`src/rft_pkg.sv`:
```
`default_nettype none

package rft_pkg;

    localparam int CNT_W    = 7;
    localparam int RAIL_W   = 7;
    localparam int STRIDE_W = 8;
    localparam int POS_W    = 9;

    localparam logic [RAIL_W-1:0] RAILS_RESET = RAIL_W'(3);

    typedef logic [RAIL_W-1:0] rails_t;

    typedef struct packed {
        logic [7:0] in_byte;
        logic       in_last;
    } in_item_t;

    typedef struct packed {
        logic [7:0] out_byte;
        logic       out_last;
        logic       truncated;
    } out_item_t;

    // One command from the front to the back: an optional store of a byte
    // into the message buffer, and an optional start of the zigzag emit.
    typedef struct packed {
        logic             store;
        logic             emit;
        logic [7:0]       data;
        logic [CNT_W-1:0] addr;
        logic [CNT_W-1:0] len;
        logic             trunc;
        rails_t           rails;
    } cmd_t;

endpackage

`default_nettype wire

```
`src/rft_front.sv`:
```
`default_nettype none

module rft_front #(
    parameter int BUFFER_DEPTH = 64
) (
    input  wire logic             clk,
    input  wire logic             rst_n,
    input  wire logic             cfg_we,
    input  wire rft_pkg::rails_t  cfg_wdata,
    input  wire logic             push,
    output logic                  full,
    input  wire rft_pkg::in_item_t in_item,
    output logic                  cmd_push,
    output rft_pkg::cmd_t         cmd,
    input  wire logic             cmd_full
);
    import rft_pkg::*;

    logic [CNT_W-1:0] count_reg, count_next;
    logic             overflow_reg, overflow_next;
    rails_t           rails_reg;
    logic             accept;
    logic             stored;

    assign full   = cmd_full;
    assign accept = push && !cmd_full;
    assign stored = count_reg < CNT_W'(BUFFER_DEPTH);

    assign cmd_push   = accept && (stored || in_item.in_last);
    assign cmd.store  = stored;
    assign cmd.emit   = in_item.in_last;
    assign cmd.data   = in_item.in_byte;
    assign cmd.addr   = count_reg;
    assign cmd.len    = count_reg + CNT_W'(stored);
    assign cmd.trunc  = overflow_reg || !stored;
    assign cmd.rails  = rails_reg;

    always_comb
    begin
        count_next    = count_reg;
        overflow_next = overflow_reg;
        if (accept)
        begin
            if (in_item.in_last)
            begin
                count_next    = '0;
                overflow_next = 1'b0;
            end
            else if (stored)
            begin
                count_next = count_reg + CNT_W'(1);
            end
            else
            begin
                overflow_next = 1'b1;
            end
        end
    end

    always_ff @(posedge clk or negedge rst_n)
    begin
        if (!rst_n)
        begin
            count_reg    <= '0;
            overflow_reg <= 1'b0;
            rails_reg    <= RAILS_RESET;
        end
        else
        begin
            count_reg    <= count_next;
            overflow_reg <= overflow_next;
            if (cfg_we)
            begin
                rails_reg <= cfg_wdata;
            end
        end
    end

endmodule

`default_nettype wire

```
`src/rft_cmd_fifo.sv`:
```
`default_nettype none

module rft_cmd_fifo (
    input  wire logic          clk,
    input  wire logic          rst_n,
    input  wire logic          wr_en,
    input  wire rft_pkg::cmd_t wr_data,
    output logic               full,
    input  wire logic          rd_en,
    output rft_pkg::cmd_t      rd_data,
    output logic               empty
);
    import rft_pkg::*;

    localparam int DEPTH = 4;
    localparam int PTR_W = $clog2(DEPTH);

    cmd_t             entry_reg [DEPTH];
    logic [PTR_W-1:0] wr_ptr_reg, rd_ptr_reg;
    logic [PTR_W:0]   fill_reg;
    logic             do_wr, do_rd;

    assign full    = fill_reg == (PTR_W+1)'(DEPTH);
    assign empty   = fill_reg == '0;
    assign do_wr   = wr_en && !full;
    assign do_rd   = rd_en && !empty;
    assign rd_data = entry_reg[rd_ptr_reg];

    always_ff @(posedge clk)
    begin
        if (do_wr)
        begin
            entry_reg[wr_ptr_reg] <= wr_data;
        end
    end

    always_ff @(posedge clk or negedge rst_n)
    begin
        if (!rst_n)
        begin
            wr_ptr_reg <= '0;
            rd_ptr_reg <= '0;
            fill_reg   <= '0;
        end
        else
        begin
            if (do_wr)
            begin
                wr_ptr_reg <= wr_ptr_reg + PTR_W'(1);
            end
            if (do_rd)
            begin
                rd_ptr_reg <= rd_ptr_reg + PTR_W'(1);
            end
            if (do_wr && !do_rd)
            begin
                fill_reg <= fill_reg + (PTR_W+1)'(1);
            end
            else if (do_rd && !do_wr)
            begin
                fill_reg <= fill_reg - (PTR_W+1)'(1);
            end
        end
    end

endmodule

`default_nettype wire

```
`src/rft_emit.sv`:
```
`default_nettype none

module rft_emit #(
    parameter int BUFFER_DEPTH = 64
) (
    input  wire logic          clk,
    input  wire logic          rst_n,
    input  wire rft_pkg::cmd_t cmd,
    input  wire logic          cmd_empty,
    output logic               cmd_pop,
    output logic               empty,
    input  wire logic          pop,
    output rft_pkg::out_item_t out_item
);
    import rft_pkg::*;

    localparam int AW = $clog2(BUFFER_DEPTH);

    typedef enum logic [1:0] {B_IDLE, B_READ, B_HOLD} state_t;

    logic [7:0]          msg_mem [BUFFER_DEPTH];
    logic [7:0]          rd_data_reg;

    state_t              state_reg, state_next;
    logic [CNT_W-1:0]    n_reg, n_next;
    rails_t              rails_reg, rails_next;
    logic [STRIDE_W-1:0] period_reg, period_next;
    logic                trunc_reg, trunc_next;
    rails_t              r_reg, r_next;
    logic [POS_W-1:0]    j_reg, j_next;
    logic                phase_reg, phase_next;
    logic                last_reg, last_next;
    logic                out_valid_reg, out_valid_next;
    out_item_t           out_item_reg, out_item_next;

    logic                edge_rail;
    rails_t              rails_m1;
    logic [STRIDE_W-1:0] stride;
    logic [POS_W-1:0]    j_step;
    logic [RAIL_W:0]     rail_after;
    logic                rail_done;
    logic                msg_done;
    logic                load;
    logic                pass;

    assign rails_m1   = rails_reg - RAIL_W'(1);
    assign edge_rail  = (r_reg == '0) || (r_reg == rails_m1);
    assign stride     = edge_rail ? period_reg
                      : (phase_reg ? {r_reg, 1'b0} : {rails_m1 - r_reg, 1'b0});
    assign j_step     = j_reg + POS_W'(stride);
    assign rail_after = {1'b0, r_reg} + (RAIL_W+1)'(1);
    assign rail_done  = j_step >= POS_W'(n_reg);
    assign msg_done   = rail_done && ((rail_after >= {1'b0, rails_reg})
                                   || (rail_after >= (RAIL_W+1)'(n_reg)));
    assign load       = (state_reg == B_HOLD) && (!out_valid_reg || pop);
    assign cmd_pop    = (state_reg == B_IDLE) && !cmd_empty;
    assign pass       = (cmd.rails <= RAIL_W'(1)) || (cmd.len <= CNT_W'(1));

    assign empty    = !out_valid_reg;
    assign out_item = out_item_reg;

    always_ff @(posedge clk)
    begin
        if (cmd_pop && cmd.store)
        begin
            msg_mem[cmd.addr[AW-1:0]] <= cmd.data;
        end
        if (state_reg == B_READ)
        begin
            rd_data_reg <= msg_mem[j_reg[AW-1:0]];
        end
    end

    always_comb
    begin
        state_next     = state_reg;
        n_next         = n_reg;
        rails_next     = rails_reg;
        period_next    = period_reg;
        trunc_next     = trunc_reg;
        r_next         = r_reg;
        j_next         = j_reg;
        phase_next     = phase_reg;
        last_next      = last_reg;
        out_item_next  = out_item_reg;
        out_valid_next = out_valid_reg && !pop;
        case (state_reg)
            B_IDLE:
            begin
                if (cmd_pop && cmd.emit)
                begin
                    n_next      = cmd.len;
                    trunc_next  = cmd.trunc;
                    rails_next  = pass ? RAIL_W'(1) : cmd.rails;
                    period_next = pass ? STRIDE_W'(1)
                                       : {cmd.rails - RAIL_W'(1), 1'b0};
                    r_next      = '0;
                    j_next      = '0;
                    phase_next  = 1'b0;
                    state_next  = B_READ;
                end
            end
            B_READ:
            begin
                last_next = msg_done;
                if (rail_done)
                begin
                    r_next     = rail_after[RAIL_W-1:0];
                    j_next     = POS_W'(rail_after);
                    phase_next = 1'b0;
                end
                else
                begin
                    j_next     = j_step;
                    phase_next = !phase_reg;
                end
                state_next = B_HOLD;
            end
            B_HOLD:
            begin
                if (load)
                begin
                    out_item_next.out_byte  = rd_data_reg;
                    out_item_next.out_last  = last_reg;
                    out_item_next.truncated = trunc_reg;
                    out_valid_next          = 1'b1;
                    state_next              = last_reg ? B_IDLE : B_READ;
                end
            end
            default:
            begin
                state_next = B_IDLE;
            end
        endcase
    end

    always_ff @(posedge clk or negedge rst_n)
    begin
        if (!rst_n)
        begin
            state_reg     <= B_IDLE;
            out_valid_reg <= 1'b0;
            n_reg         <= '0;
            rails_reg     <= '0;
            period_reg    <= '0;
            trunc_reg     <= 1'b0;
            r_reg         <= '0;
            j_reg         <= '0;
            phase_reg     <= 1'b0;
            last_reg      <= 1'b0;
            out_item_reg  <= '0;
        end
        else
        begin
            state_reg     <= state_next;
            out_valid_reg <= out_valid_next;
            n_reg         <= n_next;
            rails_reg     <= rails_next;
            period_reg    <= period_next;
            trunc_reg     <= trunc_next;
            r_reg         <= r_next;
            j_reg         <= j_next;
            phase_reg     <= phase_next;
            last_reg      <= last_next;
            out_item_reg  <= out_item_next;
        end
    end

    // Every buffer read during an emit lies inside the stored message.
    a_read_in_message: assert property (@(posedge clk) disable iff (!rst_n)
        state_reg == B_READ |-> j_reg < POS_W'(n_reg))
        else $error("emit read beyond message length");

    // A waiting result only leaves the output register when it is taken.
    a_beat_not_lost: assert property (@(posedge clk) disable iff (!rst_n)
        $fell(out_valid_reg) |-> $past(pop))
        else $error("result beat dropped without pop");

    // After the final beat of a message is loaded, the back returns to idle.
    a_last_ends_emit: assert property (@(posedge clk) disable iff (!rst_n)
        load && last_reg |=> state_reg == B_IDLE && out_item_reg.out_last)
        else $error("emit did not end on the last beat");

endmodule

`default_nettype wire

```
`src/rail_fence_transposition_core.sv`:
```
// The emit is queued with a message's last byte; the idle back end pops it and reads RAM.
// Throughput in: one byte per cycle while the four-entry command queue has room.
// Output: a beat is read from the buffer RAM, then held until the output register is free.
// The idle back end writes the buffer one byte per cycle as it drains the queue.
// Reset (rst_n, async, active low) clears counts, flags and queues; rails_reg returns to 3.
`default_nettype none

module rail_fence_transposition_core #(
    parameter int BUFFER_DEPTH = 64
) (
    input  wire logic               clk,
    input  wire logic               rst_n,
    input  wire logic               cfg_we,
    input  wire rft_pkg::rails_t    cfg_wdata,
    input  wire logic               push,
    output logic                    full,
    input  wire rft_pkg::in_item_t  in_item,
    output logic                    empty,
    input  wire logic               pop,
    output rft_pkg::out_item_t      out_item
);
    import rft_pkg::*;

    cmd_t front_cmd;
    cmd_t queue_cmd;
    logic cmd_push;
    logic cmd_full;
    logic cmd_pop;
    logic cmd_empty;

    rft_front #(
        .BUFFER_DEPTH(BUFFER_DEPTH)
    ) u_front (
        .clk      (clk),
        .rst_n    (rst_n),
        .cfg_we   (cfg_we),
        .cfg_wdata(cfg_wdata),
        .push     (push),
        .full     (full),
        .in_item  (in_item),
        .cmd_push (cmd_push),
        .cmd      (front_cmd),
        .cmd_full (cmd_full)
    );

    rft_cmd_fifo u_queue (
        .clk    (clk),
        .rst_n  (rst_n),
        .wr_en  (cmd_push),
        .wr_data(front_cmd),
        .full   (cmd_full),
        .rd_en  (cmd_pop),
        .rd_data(queue_cmd),
        .empty  (cmd_empty)
    );

    rft_emit #(
        .BUFFER_DEPTH(BUFFER_DEPTH)
    ) u_emit (
        .clk      (clk),
        .rst_n    (rst_n),
        .cmd      (queue_cmd),
        .cmd_empty(cmd_empty),
        .cmd_pop  (cmd_pop),
        .empty    (empty),
        .pop      (pop),
        .out_item (out_item)
    );

endmodule

`default_nettype wire
```
`config.mk`:
```
export PLATFORM = sky130hd
export DESIGN_NAME = rail_fence_transposition_core
export DESIGN_NICKNAME = d
export VERILOG_FILES = /design/src/rft_pkg.sv /design/src/rft_front.sv /design/src/rft_cmd_fifo.sv /design/src/rft_emit.sv /design/src/rail_fence_transposition_core.sv
export SDC_FILE = /design/constraint.sdc
export NUM_CORES = 1
export LEC_CHECK = 0
export BUFFER_PORTS_ARGS = -buffer_cell sky130_fd_sc_hd__buf_2
export CORE_UTILIZATION = 55
export CTS_CLUSTER_SIZE = 24
export DETAILED_ROUTE_END_ITERATION = 8
export MAX_ROUTING_LAYER = met4
export PLACE_DENSITY = 0.67
export SYNTH_ARGS = -nofsm -noshare
export SYNTH_HDL_FRONTEND = slang
export SYNTH_SLANG_ARGS = --single-unit
```
`constraint.sdc`:
```
create_clock -name clk -period 6.8 [get_ports clk]
set_input_delay 0.34 -clock clk [delete_from_list [all_inputs] [get_ports clk]]
set_output_delay 0.34 -clock clk [all_outputs]
set_load 0.005 [all_outputs]
```
# == Yosys cells after proc, flatten, opt, wreduce, memory -nomap -nowiden ==
# Memory sizes are Yosys's and may differ from the RTL's. A register that Yosys moved wholly into a read port is not among the register bits.
# Cells that the tools add are included.
# word_totals
register_bits,76
ram_bits,640
input_bits,21
output_inout_bits,12
wordCells,114
n_memories,2
# op_classes
n_addsub,11
order_cmp,6
n_eq_ne,8
n_mux,29
n_reduce_logical,39
# memory_table
name,words,width,read_ports,rd_clocked_by_memory_dff,wr,line_no,source
u_emit.msg_mem,64,8,1,1,1,rft_emit.sv:21,logic [7:0] msg_mem [BUFFER_DEPTH];
u_queue.entry_reg,4,32,1,0,1,rft_cmd_fifo.sv:18,cmd_t entry_reg [DEPTH];
# op_table
cell,count
$mux W7,5
$mux W8,3
$mux W9,2
$pmux W9 S2,1
$ge A8 B7 Y1,2
$le A7 B1 Y1 const B,2
$pmux W7 S2,1
$sub A7 B1 Y7 const B,2
$logic_and A1 B1 Y1,12
$reduce_and A2 Y1,6
$mux W1,11
$add A9 B8 Y9,1
$ge A9 B7 Y1,1
$add A7 B1 Y8 const B,1
$logic_not A1 Y1,8
$add A7 B1 Y7,1
$add A7 B1 Y7 const B,1
$eq A7 B7 Y1,1
$logic_not A7 Y1,1
$lt A7 B7 Y1 const B,1
$sub A7 B7 Y7,1
$logic_or A1 B1 Y1,6
$mux W3,2
$pmux W2 S3,1
other kinds (14),20

# == Longest topological paths before layout ==
# Gate-level depths: netlist of the first run.
# logic_depth
word_depth,9
depth_mapped,24
mapped_depth_nobuf,22

# == Cells and area by module ==
# Synthesis of the first run repeated with hierarchy kept, for this count alone.
# unflattened
hier_cells,1515
area_unflattened_um2,29582.1
# modules_own_cells
mod,instances,cells_each,area_each_um2
rft_emit,1,1226,23558.8
rft_cmd_fifo,1,204,5094.9
rft_front,1,85,928.4

# == Worst setup path before layout of the first run ==
# No wires, ideal clock.
# synth_timing
path_kind,reg-to-reg
from,register u_emit.rails_reg[2]
to,register u_emit.j_reg[2]
arrival_time_ns,4.620
required_time_ns,6.674
slack_ns,2.054
stages_incl_launch_ff,21
synth_period_minus_slack_ns,4.746
cell_sequence,dfrtp_1 nor3_1 and3_1 xnor2_1 ha_1 nand2_1 o31ai_1 clkbuf_1 o21ai_0 ha_1 a211oi_1 nor2_1 a21boi_0 xnor2_1 ha_1 o21ai_0 nor2_1 nor3_1 o211ai_1 and3_1 a311o_1
# synth_between
elab_chain_cells,8
elab_cells_between_ends,10
cone_classes,add/sub (3); order compare (1); eq/ne (1); mux (4); reduce/logical (1)
# synth_lines
element,line_no,source
"start, declared",rft_emit.sv:26,"rails_t rails_reg, rails_next;"
"start signal, assigned",rft_emit.sv:158,rails_reg <= rails_next;
$sub A7 B1 Y7 *,rft_emit.sv:46,assign rails_m1 = rails_reg - RAIL_W'(1);
$sub A7 B7 Y7 or $eq A7 B7 Y1 (tied branches),"rft_emit.sv:49, rft_emit.sv:47",
$mux W8 or $logic_or A1 B1 Y1 (tied branches),"rft_emit.sv:49, rft_emit.sv:47",
$mux W8 *,rft_emit.sv:48,assign stride = edge_rail ? period_reg
$add A9 B8 Y9 *,rft_emit.sv:50,assign j_step = j_reg + POS_W'(stride);
$ge A9 B7 Y1,rft_emit.sv:52,assign rail_done = j_step >= POS_W'(n_reg);
$mux W9 *,rft_emit.sv:106,if (rail_done)
$pmux W9 S2 *,rft_emit.sv:87,case (state_reg)
"end signal, assigned",rft_emit.sv:162,j_reg <= j_next;
"end, declared",rft_emit.sv:30,"logic [POS_W-1:0] j_reg, j_next;"
# Every way passes the cells marked *; elsewhere a longest branch is shown, timed or not.
# A chain may end at the register's enable or synchronous reset.

# == Final worst setup path of the first run ==
# layout_timing
from,register u_emit.rails_reg[2]
to,register u_emit.r_reg[6]
# layout_between
elab_chain_cells,8
elab_cells_between_ends,10
cone_classes,add/sub (3); order compare (1); eq/ne (2); mux (2); reduce/logical (2)
# layout_lines
element,line_no,source
$sub A7 B1 Y7 *,rft_emit.sv:46,
$sub A7 B7 Y7 or $eq A7 B7 Y1 (tied branches),"rft_emit.sv:49, rft_emit.sv:47",
$mux W8 or $logic_or A1 B1 Y1 (tied branches),"rft_emit.sv:49, rft_emit.sv:47",
$mux W8 *,rft_emit.sv:48,
$add A9 B8 Y9 *,rft_emit.sv:50,
$ge A9 B7 Y1 *,rft_emit.sv:52,
$ne A2 B1 Y1 (no source line) *,-,
$reduce_and A3 Y1 (no source line) *,-,
"end signal, assigned",rft_emit.sv:161,r_reg <= r_next;
"end, declared",rft_emit.sv:29,"rails_t r_reg, r_next;"
# Marked as above.

==> run metrics, run 1 <==
min cycle time layout=4.967 ns; final design utilization=62.50%; Die Ht=232.4 um; Worst Setup Slack, final=1.833 ns; Synth area leaders=edfxtp_1 (66%), mux4_2 (15%), dfrtp_1 (6.3%); unrepaired setup endpoints after global routing=no; hold depth=3; clock latency on the worst-skew pair=0.61 ns; nets=1654; Worst Path Max Fanout=16; Worst R2R Setup Slack=1.83 ns; total number of vias=14200; HPWL after DPL=36680 um; Min-Delay Path Class=primary input to register; core area=52550 um^2; Slew HR=27.37%; Worst Clk Skew=0.01652 ns; vias in the first global route=14610; io pins=33; dominant cell type by area after synthesis=edfxtp_1; post-synthesis sequential area ratio=72.76%; wire per inst=25.88 um; initial antenna violation count=0; post_cts resized=0; Critical Path RT=7.30 ns; pwr/cell area=460.6 nW/um^2; GR Overflow Total=0; vias per inst=6.090; Iteration-0 DRC Markers=1300; Starting Density=55.56%; hold path start=pop; global-route wire length before repair=92090 um; mapped cell area=29200 um^2; # diodes=0; setup bufs post-CTS=0; final hold violation count=0; type of the worst setup path=register to register; synthesis-to-layout area growth=12.50%; average size of a mapped cell=19.53 um^2; die span in x=232.4 um; CTS tree=yes; Highest Clock Rate=201.3 MHz; Min-Delay Endpoint=u_emit.out_valid_reg; area share of the leading cell type in the synthesized netlist=66.24%; MaxCap Viol Count=0; Worst Setup Start Kind=register; row cnt=84; CTS Buf Count=75; pin count of the biggest net entering global routing=83; Met3 Wirelength=3746 um; drt total wl=60340 um; Synth Flop Type=edfxtp_1; Sink Count=720; Critical R2R Capture=u_emit.r_reg[6]; FF-to-FF Start=u_emit.rails_reg[2]; TNS Setup=0 ns; final routed DRC violation total=0; worst vdd ir=0.3504 mV; wire length on met2=28370 um; Buffers on Ports=32; wl on met1=27000 um; clk buf depth=3; hold buffer count at CTS=17; Final setup violation count=0; all-layer global routing usage=24.18%; cell leakage power=10.86 nW; Final period util=73.04%; Post-Syn Nets=1567; Yosys cell types=51; Root Driver=clkbuf_16; Post-Syn Instances=1495; number of flip-flops under the largest register name=512; Slew Limit Fails=0; Slew @ Worst Pin=1.087 ns; share of layout cells above drive strength 1=24.03%; gp weighted congestion=0.8428; synth warn=0; pre-CTS setup slack=1.889 ns; die area=54010 um^2; clock-pin slew on the worst setup and hold paths=0.06 ns; status=finished clean; uppermost layer routed=met4; #FFs+latches synth=720; CP Capture Type=register; async set-reset flop share out of synthesis=10.56%; Routed Antenna Nets=0; EDFF count, synth=644; Worst EP arrival=5.47 ns; first drt pass iteration count=5; H-tree depth=3; Worst Reg-to-Reg Cells=23
## layer usage
metal  GRT usage (%)  vias up
li1                -     6204
met1           35.44     7425
met2           35.74      485
met3           4.032       87
met4           6.168        0
met5               -        -
## report_power, final
part           switching, W  leakage (nW)  internal, W  total [W]
Clock               0.00167          1.23      0.00247    0.00414
Sequential         0.000287          6.76      0.00600    0.00629
Combinational       0.00289          2.88      0.00181    0.00470
Total               0.00485          10.9       0.0103     0.0151
## cells in the mapped netlist (4+ instances only)
library cell,count
xnor2_1,23
inv_1,37
nand2b_1,11
mux2_2,27
nor2_1,95
mux2i_1,13
buf_2,19
a21o_1,7
mux4_2,189
nand3_1,24
and3_1,6
and2_1,11
nor3b_1,6
nand4_1,6
nor3_1,13
dfrtp_1,74
nand2_1,51
nor2b_1,9
o22ai_1,12
edfxtp_1,644
a32o_1,4
a211oi_1,9
ha_1,48
clkbuf_1,37
xor2_1,16
o21ai_0,39
buf_1,6
a21oi_1,24
## critical path: stages (launching register included)
cell      delay (ns)
dfrtp_1         0.41
nor3_1          0.28
and3_1          0.22
xnor2_1         0.13
ha_1            0.31
nand2_1         0.10
o31ai_1         0.07
buf_4           0.18
and2_1          0.16
ha_1            0.22
fa_1            0.44
nand3_1         0.12
nand2_1         0.10
a21o_1          0.20
a21oi_1         0.17
xnor2_1         0.12
ha_1            0.31
nand4_1         0.10
nor3_1          0.20
nor3_1          0.07
o211ai_1        0.08
buf_4           0.26
nand2_1         0.27
a32o_1          0.35
## area by class of cell
type	count	area, um^2
multi-input cells	672	7520
flip-flops and latches	720	21250
inverters	38	142.6
fillers	3676	19710
repair buffers	75	553.0
well taps	688	860.8
clock buffers	101	2121
clock inverters	38	395.4
## kinds of logic (layout without fill, tap and decap cells)
| group | count (synthesis) | after routing | synth area share, % |
|---|---|---|---|
| AO/OA/AOI/OAI | 110 | 110 | 2.318 |
| flip-flops | 720 | 720 | 72.76 |
| XOR/XNOR | 39 | 39 | 1.170 |
| adder cells (fa/ha/maj) | 51 | 51 | 2.263 |
| buffers and inverters | 103 | 252 | 1.483 |
| multiplexers | 230 | 230 | 16.16 |
| AND/OR/NAND/NOR | 242 | 242 | 3.849 |
## through the flow
| stage | instance area (um^2) | total power [W] | cells | hold WS, ns |
|---|---|---|---|---|
| 2_1_floorplan | 29200 | 0.009515 | 1495 | 0.04441 |
| 3_3_place_gp | 30160 | 0.01101 | 2176 | 0.2054 |
| 3_5_place_dp | 30160 | 0.01113 | 2176 | 0.2077 |
| 4_1_cts | 32850 | 0.01527 | 2332 | 0.03332 |
| 5_1_grt | 32850 | 0.01584 | 2332 | 0.07874 |
| 6_report | 32850 | 0.01513 | 2332 | 0.06473 |
## worst max path at each step
stage,startpoint,to,slack (ns)
floorplan,u_emit.rails_reg[2],u_emit.j_reg[2],2.05
global placement,u_emit.rails_reg[2],u_emit.r_reg[4],1.94
detailed placement,u_emit.rails_reg[2],u_emit.r_reg[3],1.89
CTS,u_emit.rails_reg[2],u_emit.r_reg[6],1.88
global route,u_emit.rails_reg[2],u_emit.j_reg[2],1.46
finish,u_emit.rails_reg[2],u_emit.r_reg[6],1.83
## layout by cell type (no fill, tap or decap), drive strengths merged, types with 12 or more instances in the layout
cell	n
a21oi	24
buf	58
clkbuf	101
clkinv	26
dfrtp	74
dlygate4sd3	17
edfxtp	644
ha	48
inv	41
mux2	27
mux2i	13
mux4	190
nand2	51
nand3	24
nor2	95
nor3	14
o21ai	39
o22ai	12
xnor2	23
xor2	16
Note: power is estimated with default switching activity, not from simulation.
==> run 2: changes to the inputs <==
- ABC_AREA: unset -> 1
- PLACE_DENSITY: 0.67 -> 0.7
- clock period: 6.8 -> 4.53 ns (I/O delays scaled with it)
==> run 2 against run 1 <==
Effect of this change: first-iteration DRC count up 73%; sequential power grew 52%; die area grew 5.2%; area after synthesis is 5.2% higher.
==> run metrics, run 2 <==
Setup crit start=u_emit.rails_reg[2]; clk buf depth=3; crit-path most repeated cell=nand3_1; H-tree depth=3; Worst Reg-to-Reg Cells=27; EDFF count, synth=644; Min-Delay Path Class=primary input to register; clock-pin slew on the worst setup and hold paths=0.06 ns; commonest non-fill, non-tap cell in the layout=nand2_1; fillers=4271; global-route wire length before repair=113600 um; row cnt=86; Synth Flop Type=edfxtp_1; Routed Antenna Nets=0; average size of a mapped cell=11.17 um^2; slowest stage delay, CP=0.40 ns; HPWL after DPL=44840 um; Highest Clock Rate=234.0 MHz; core area=55090 um^2; most frequent cells in the layout=nand2_1 (865), edfxtp_1 (644), nand3_1 (466), nor2_1 (138), inv_1 (102); GR Overflow Total=0; status=finished clean; CTS tree=yes; vias in the first global route=19860; die area=56810 um^2; final routed DRC violation total=0; Die Ht=238.4 um; first drt pass iteration count=7; post-synthesis sequential area ratio=69.14%; total number of vias=20630; Iteration-0 DRC Markers=2255; initial antenna violation count=0; MaxCap Viol Count=0; Yosys cell types=40; final design utilization=62.86%; FF-to-FF Start=u_emit.rails_reg[2]; Buf/Inv on CP=4; die span in x=238.4 um; synthesis-to-layout area growth=12.71%; type of the worst setup path=register to register; most numerous cell in the Yosys netlist=nand2_1; Worst Clk Skew=0.02791 ns; Final period util=94.35%; Synth area leaders=edfxtp_1 (63%), nand2_1 (11%), nand3_1 (7.6%); min cycle time layout=4.274 ns; Slew @ Worst Pin=1.094 ns; drt total wl=73760 um; area of the multi-input gates=8723 um^2; critical path depth=27; nets=2871; Slew HR=26.99%; CP Capture Type=register; slowest CP cell=dfrtp_1; Sink Count=720; gp weighted congestion=0.9663; worst vdd ir=0.5604 mV; mapped cell area=30720 um^2; io pins=33; Critical Path RT=5.03 ns; all-layer global routing usage=27.22%; Post-Syn Instances=2750; Slew Limit Fails=0; Post-Syn Nets=2822; dominant cell type by area after synthesis=edfxtp_1; synth warn=0; Starting Density=55.77%; pin count of the biggest net entering global routing=206; cell leakage power=13.09 nW; Worst Setup Start Kind=register; Final setup violation count=0; CTS Buf Count=74; Worst Path Max Fanout=10; Buffers on Ports=32; wire per inst=20.46 um; Post-synth top cells=nand2_1 (869), edfxtp_1 (644), nand3_1 (468); clock latency on the worst-skew pair=0.63 ns; delay-heaviest family, CP=simple AND/OR/NAND/NOR gates; area share of the leading cell type in the synthesized netlist=62.94%; # diodes=0; share of layout cells above drive strength 1=9.520%; hold slack=0.07610 ns; final hold violation count=0; async set-reset flop share out of synthesis=10.56%; Worst EP arrival=4.77 ns; number of flip-flops under the largest register name=512; crit path to=u_emit.j_reg[4]; Root Driver=clkbuf_16; vias per inst=5.724; register area=21250 um^2; pwr/cell area=724.1 nW/um^2; Worst R2R Setup Slack=0.26 ns; #FFs+latches synth=720; Critical R2R Capture=u_emit.j_reg[4]
## run 2: worst min-delay path by stage
stage / from / to / slack (ns) / cells past startpoint
2_1_floorplan: rst_n / u_emit.j_reg[0] / -0.07 / 0
3_3_place_gp: rst_n / u_emit.out_item[3] / 0.44 / 1
3_5_place_dp: in_item[1] / u_queue.entry_reg[1][22] / 0.44 / 1
4_1_cts: push / u_front.count_reg[6] / 0.06 / 5
5_1_grt: push / u_front.count_reg[6] / 0.11 / 5
6_report: push / u_front.count_reg[6] / 0.08 / 5
## run 2: logic make-up after synthesis
family	count (synthesis)	share of synthesized area, %
simple gates	1507	20.68
flops	720	69.14
buf+inv	252	3.286
compound gates	175	3.331
fa+ha+maj	51	2.150
xor+xnor	29	0.8267
mux	16	0.5864
## run 2: stage by stage
stage	total power, W	setup WS, ns	instance area (um^2)	std cells	TNS, ns
final	0.02508	0.2559	34630	3605	0
after global routing	0.02639	-0.02914	34630	3605	-0.03329
after CTS	0.02480	0.01291	34470	3601	0
after detailed placement	0.01870	-0.1473	31800	3442	-1.093
after global placement	0.01846	-0.04991	31800	3442	-0.05228
after floorplan	0.01544	0.3635	30720	2750	0
## run 2: worst reg2reg max path, stage by stage, from the launching register on
cell     delay [ns]
dfrtp_1        0.40
inv_1          0.12
nand3_2        0.12
nor3_2         0.14
xor2_1         0.19
ha_1           0.29
nand2_2        0.11
nor3_2         0.05
nand3_1        0.09
nand2_2        0.08
inv_4          0.11
nor2_1         0.06
ha_1           0.21
fa_2           0.36
nand3_1        0.11
nand2_2        0.11
a31oi_4        0.18
xnor2_2        0.15
ha_1           0.27
nand2_1        0.07
inv_1          0.06
nand3_1        0.08
nand2_1        0.08
a21oi_2        0.17
nand3_4        0.13
buf_4          0.19
nand3_1        0.12
nand3_1        0.09
## run 2: cell type report
type	count	area share [%]
Tap cell	748	2.703
Inverter	115	1.272
Multi-Input combinational cell	1778	25.19
Timing Repair Buffer	110	2.486
Clock inverter	36	1.131
Sequential cell	720	61.37
Clock buffer	98	5.849
## run 2: what timing repair did
action	in CTS	in global routing
resized for setup	3	29
setup endpoints to repair	15	17
hold buffers	25	0
pin swaps	0	8
cloned	0	0
hold endpoints to repair	121	0
buffers inserted	0	4
## run 2: per-layer routing
metal	up-vias	GRT usage, %	part of all wire (%)
li1	9656	-	-
met2	824	41.85	47
met5	-	-	0
met3	140	5.241	8.3
met1	10010	36.07	41
met4	0	10.53	3.1
## run 2: report_power, final
part | switching, W | total [W] | leakage, nW | internal (W)
sequential | 0.000423 | 0.00958 | 6.77 | 0.00916
clock | 0.00253 | 0.00609 | 1.17 | 0.00356
combinational | 0.00678 | 0.00941 | 5.16 | 0.00263
==> run 3: changes to the inputs <==
- ABC_AREA: 1 -> unset
- TNS_END_PERCENT: unset -> 1
==> run 3 against run 2 <==
Effect of this change: total power fell by 7.8%; clock power down 2%; utilization increased by 0.58 points; worst hold slack lost 0.058 ns; register-to-register slack lost 0.20 ns; sequential share of layout area rose by 2.4 points; sequential power down 1%; die area down 4.9%; sequential cell count unchanged; final cell count decreased by 34%; global-route usage shrank 3.3 points; non-clock buffer count grew 26; largest cell class unchanged.
==> run metrics, run 3 (synthesis gave the netlist of run 1 again) <==
Highest Clock Rate=223.4 MHz; min cycle time layout=4.477 ns; slowest CP cell=dfrtp_1; GR Overflow Total=0; share of layout cells above drive strength 1=28.18%; Die Ht=232.4 um; most frequent cells in the layout=edfxtp_1 (644), mux4_2 (189), nor2_1 (95), buf_4 (80), clkbuf_16 (77); core area=52550 um^2; Iteration-0 DRC Markers=1376; P_sw=0.007430 W; Final period util=98.82%; Worst Setup Start Kind=register; Final setup violation count=0; CTS tree=yes; cell internal pwr=0.01569 W; combinational power share=33.4%; die span in x=232.4 um; sequential share of power=40.8%; MaxCap Viol Count=0; crit-path most repeated cell=ha_1; pre-CTS setup slack=-0.1201 ns; worst path cell trace=nor3_2, and3_1, xnor2_2, ha_1, nand2_2, o31ai_4, buf_6, nand2_1, o21ai_1, ha_1, a21oi_2, a21boi_2, xnor2_2, ha_1, o21ai_1, nor2_1, nor3_2, o211ai_1, buf_4, or3_1, o211ai_1; Critical Path RT=5.02 ns; vias per inst=6.049; nets=1715; Starting Density=55.56%; first drt pass iteration count=5; sw frac=32.14%; final design utilization=63.44%; drt total wl=60460 um; synthesis-to-layout area growth=14.19%; wire per inst=25.32 um; total number of vias=14450; io pins=33; Worst Path Max Fanout=7; hold slack=0.01813 ns; fillers=3588; clock share of power=25.7%; die area=54010 um^2; # diodes=0; Worst Setup Slack, final=0.05347 ns; gp weighted congestion=0.8939; status=finished clean; TNS Setup=0 ns; clock latency on the worst-skew pair=0.60 ns; Worst EP arrival=4.97 ns; Slew Limit Fails=0; CP Capture Type=register; H-tree depth=3; initial antenna violation count=2; all-layer global routing usage=23.93%; Slew HR=13.84%; vias in the first global route=14770; Routed Antenna Nets=0; final hold violation count=0; row cnt=84; commonest non-fill, non-tap cell in the layout=edfxtp_1; HPWL after DPL=36790 um; cell leakage power=11.15 nW; global-route wire length before repair=91670 um; slowest stage delay, CP=0.41 ns; type of the worst setup path=register to register; Slew @ Worst Pin=1.292 ns; CTS Buf Count=75; Buffers on Ports=32; number of flip-flops under the largest register name=512; clk buf depth=3; worst vdd ir=0.6002 mV; Root Driver=clkbuf_16; pin count of the biggest net entering global routing=77; final routed DRC violation total=0; Sink Count=720; unrepaired setup endpoints after global routing=yes; Min-Delay Path Class=primary input to register; clock-pin slew on the worst setup and hold paths=0.06 ns; pwr/cell area=693.5 nW/um^2; Worst Clk Skew=0.01881 ns
## run 3: per-layer routing
metal / track usage, % / vias to the layer above / wire (um)
met5: - / - / 0
met4: 6.373 / 0 / 1142
met3: 4.142 / 88 / 4121
met2: 35.69 / 500 / 28810
met1: 34.56 / 7540 / 26390
li1: - / 6317 / -
## run 3: layout make-up
class	instances	area [um^2]	share of cell area, %
flip-flops and latches	720	21250	63.75
multi-input cells	672	7674	23.02
clock buffers	100	2063	6.189
repair buffers	136	1027	3.081
well taps	688	860.8	2.582
clock inverters	34	316.6	0.9496
inverters	38	142.6	0.4279
## run 3: power by group through the flow
stage / sequential [W] / clock (W) / combinational [W]
global placement: 0.00953 / 0 / 0.00715
detailed placement: 0.00957 / 0 / 0.00733
global route: 0.00952 / 0.00627 / 0.00838
floorplan: 0.00934 / 0 / 0.00497
CTS: 0.00944 / 0.00604 / 0.00743
finish: 0.00944 / 0.00594 / 0.00773
## run 3: critical path, delay by kind of cell, from the launching register on
kind	cells	cell delay, ns
buffers and inverters	2	0.37
flip-flops	1	0.41
AND/OR/NAND/NOR	7	1.19
AO/OA/AOI/OAI	7	1.25
adder cells (fa/ha/maj)	3	0.91
XOR/XNOR	2	0.23
## run 3: per-stage QoR
stage	total power (W)	instance area, um^2	instances
after CTS	0.02291	33190	2383
after detailed placement	0.01690	30550	2226
after global routing	0.02417	33340	2388
after floorplan	0.01431	29210	1495
after global placement	0.01668	30550	2226
final	0.02312	33340	2388
## run 3: repair_timing
| action | 4_1_cts | 5_1_grt |
|---|---|---|
| hold buffers | 22 | 0 |
| cloned | 0 | 0 |
| hold endpoints to repair | 87 | 0 |
| setup buffers | 1 | 5 |
| pin swaps | 7 | 25 |
| resized for setup | 12 | 33 |
| setup endpoints to repair | 14 | 17 |
## run 3: worst paths after layout
| kind | start | to | slack (ns) | cells past startpoint |
|---|---|---|---|---|
| min in group asynchronous | rst_n | u_front.count_reg[2] | 0.18 | 2 |
| min reg2reg | u_emit.rd_data_reg[5] | u_emit.out_item[7] | 0.48 | 1 |
| max | u_emit.rails_reg[1] | u_emit.j_reg[0] | 0.05 | 21 |
| max in group asynchronous | rst_n | u_emit.out_item[5] | 3.39 | 3 |
| min | cfg_we | u_front.rails_reg[0] | 0.02 | 2 |
| max reg2reg | u_emit.rails_reg[1] | u_emit.j_reg[0] | 0.05 | 21 |
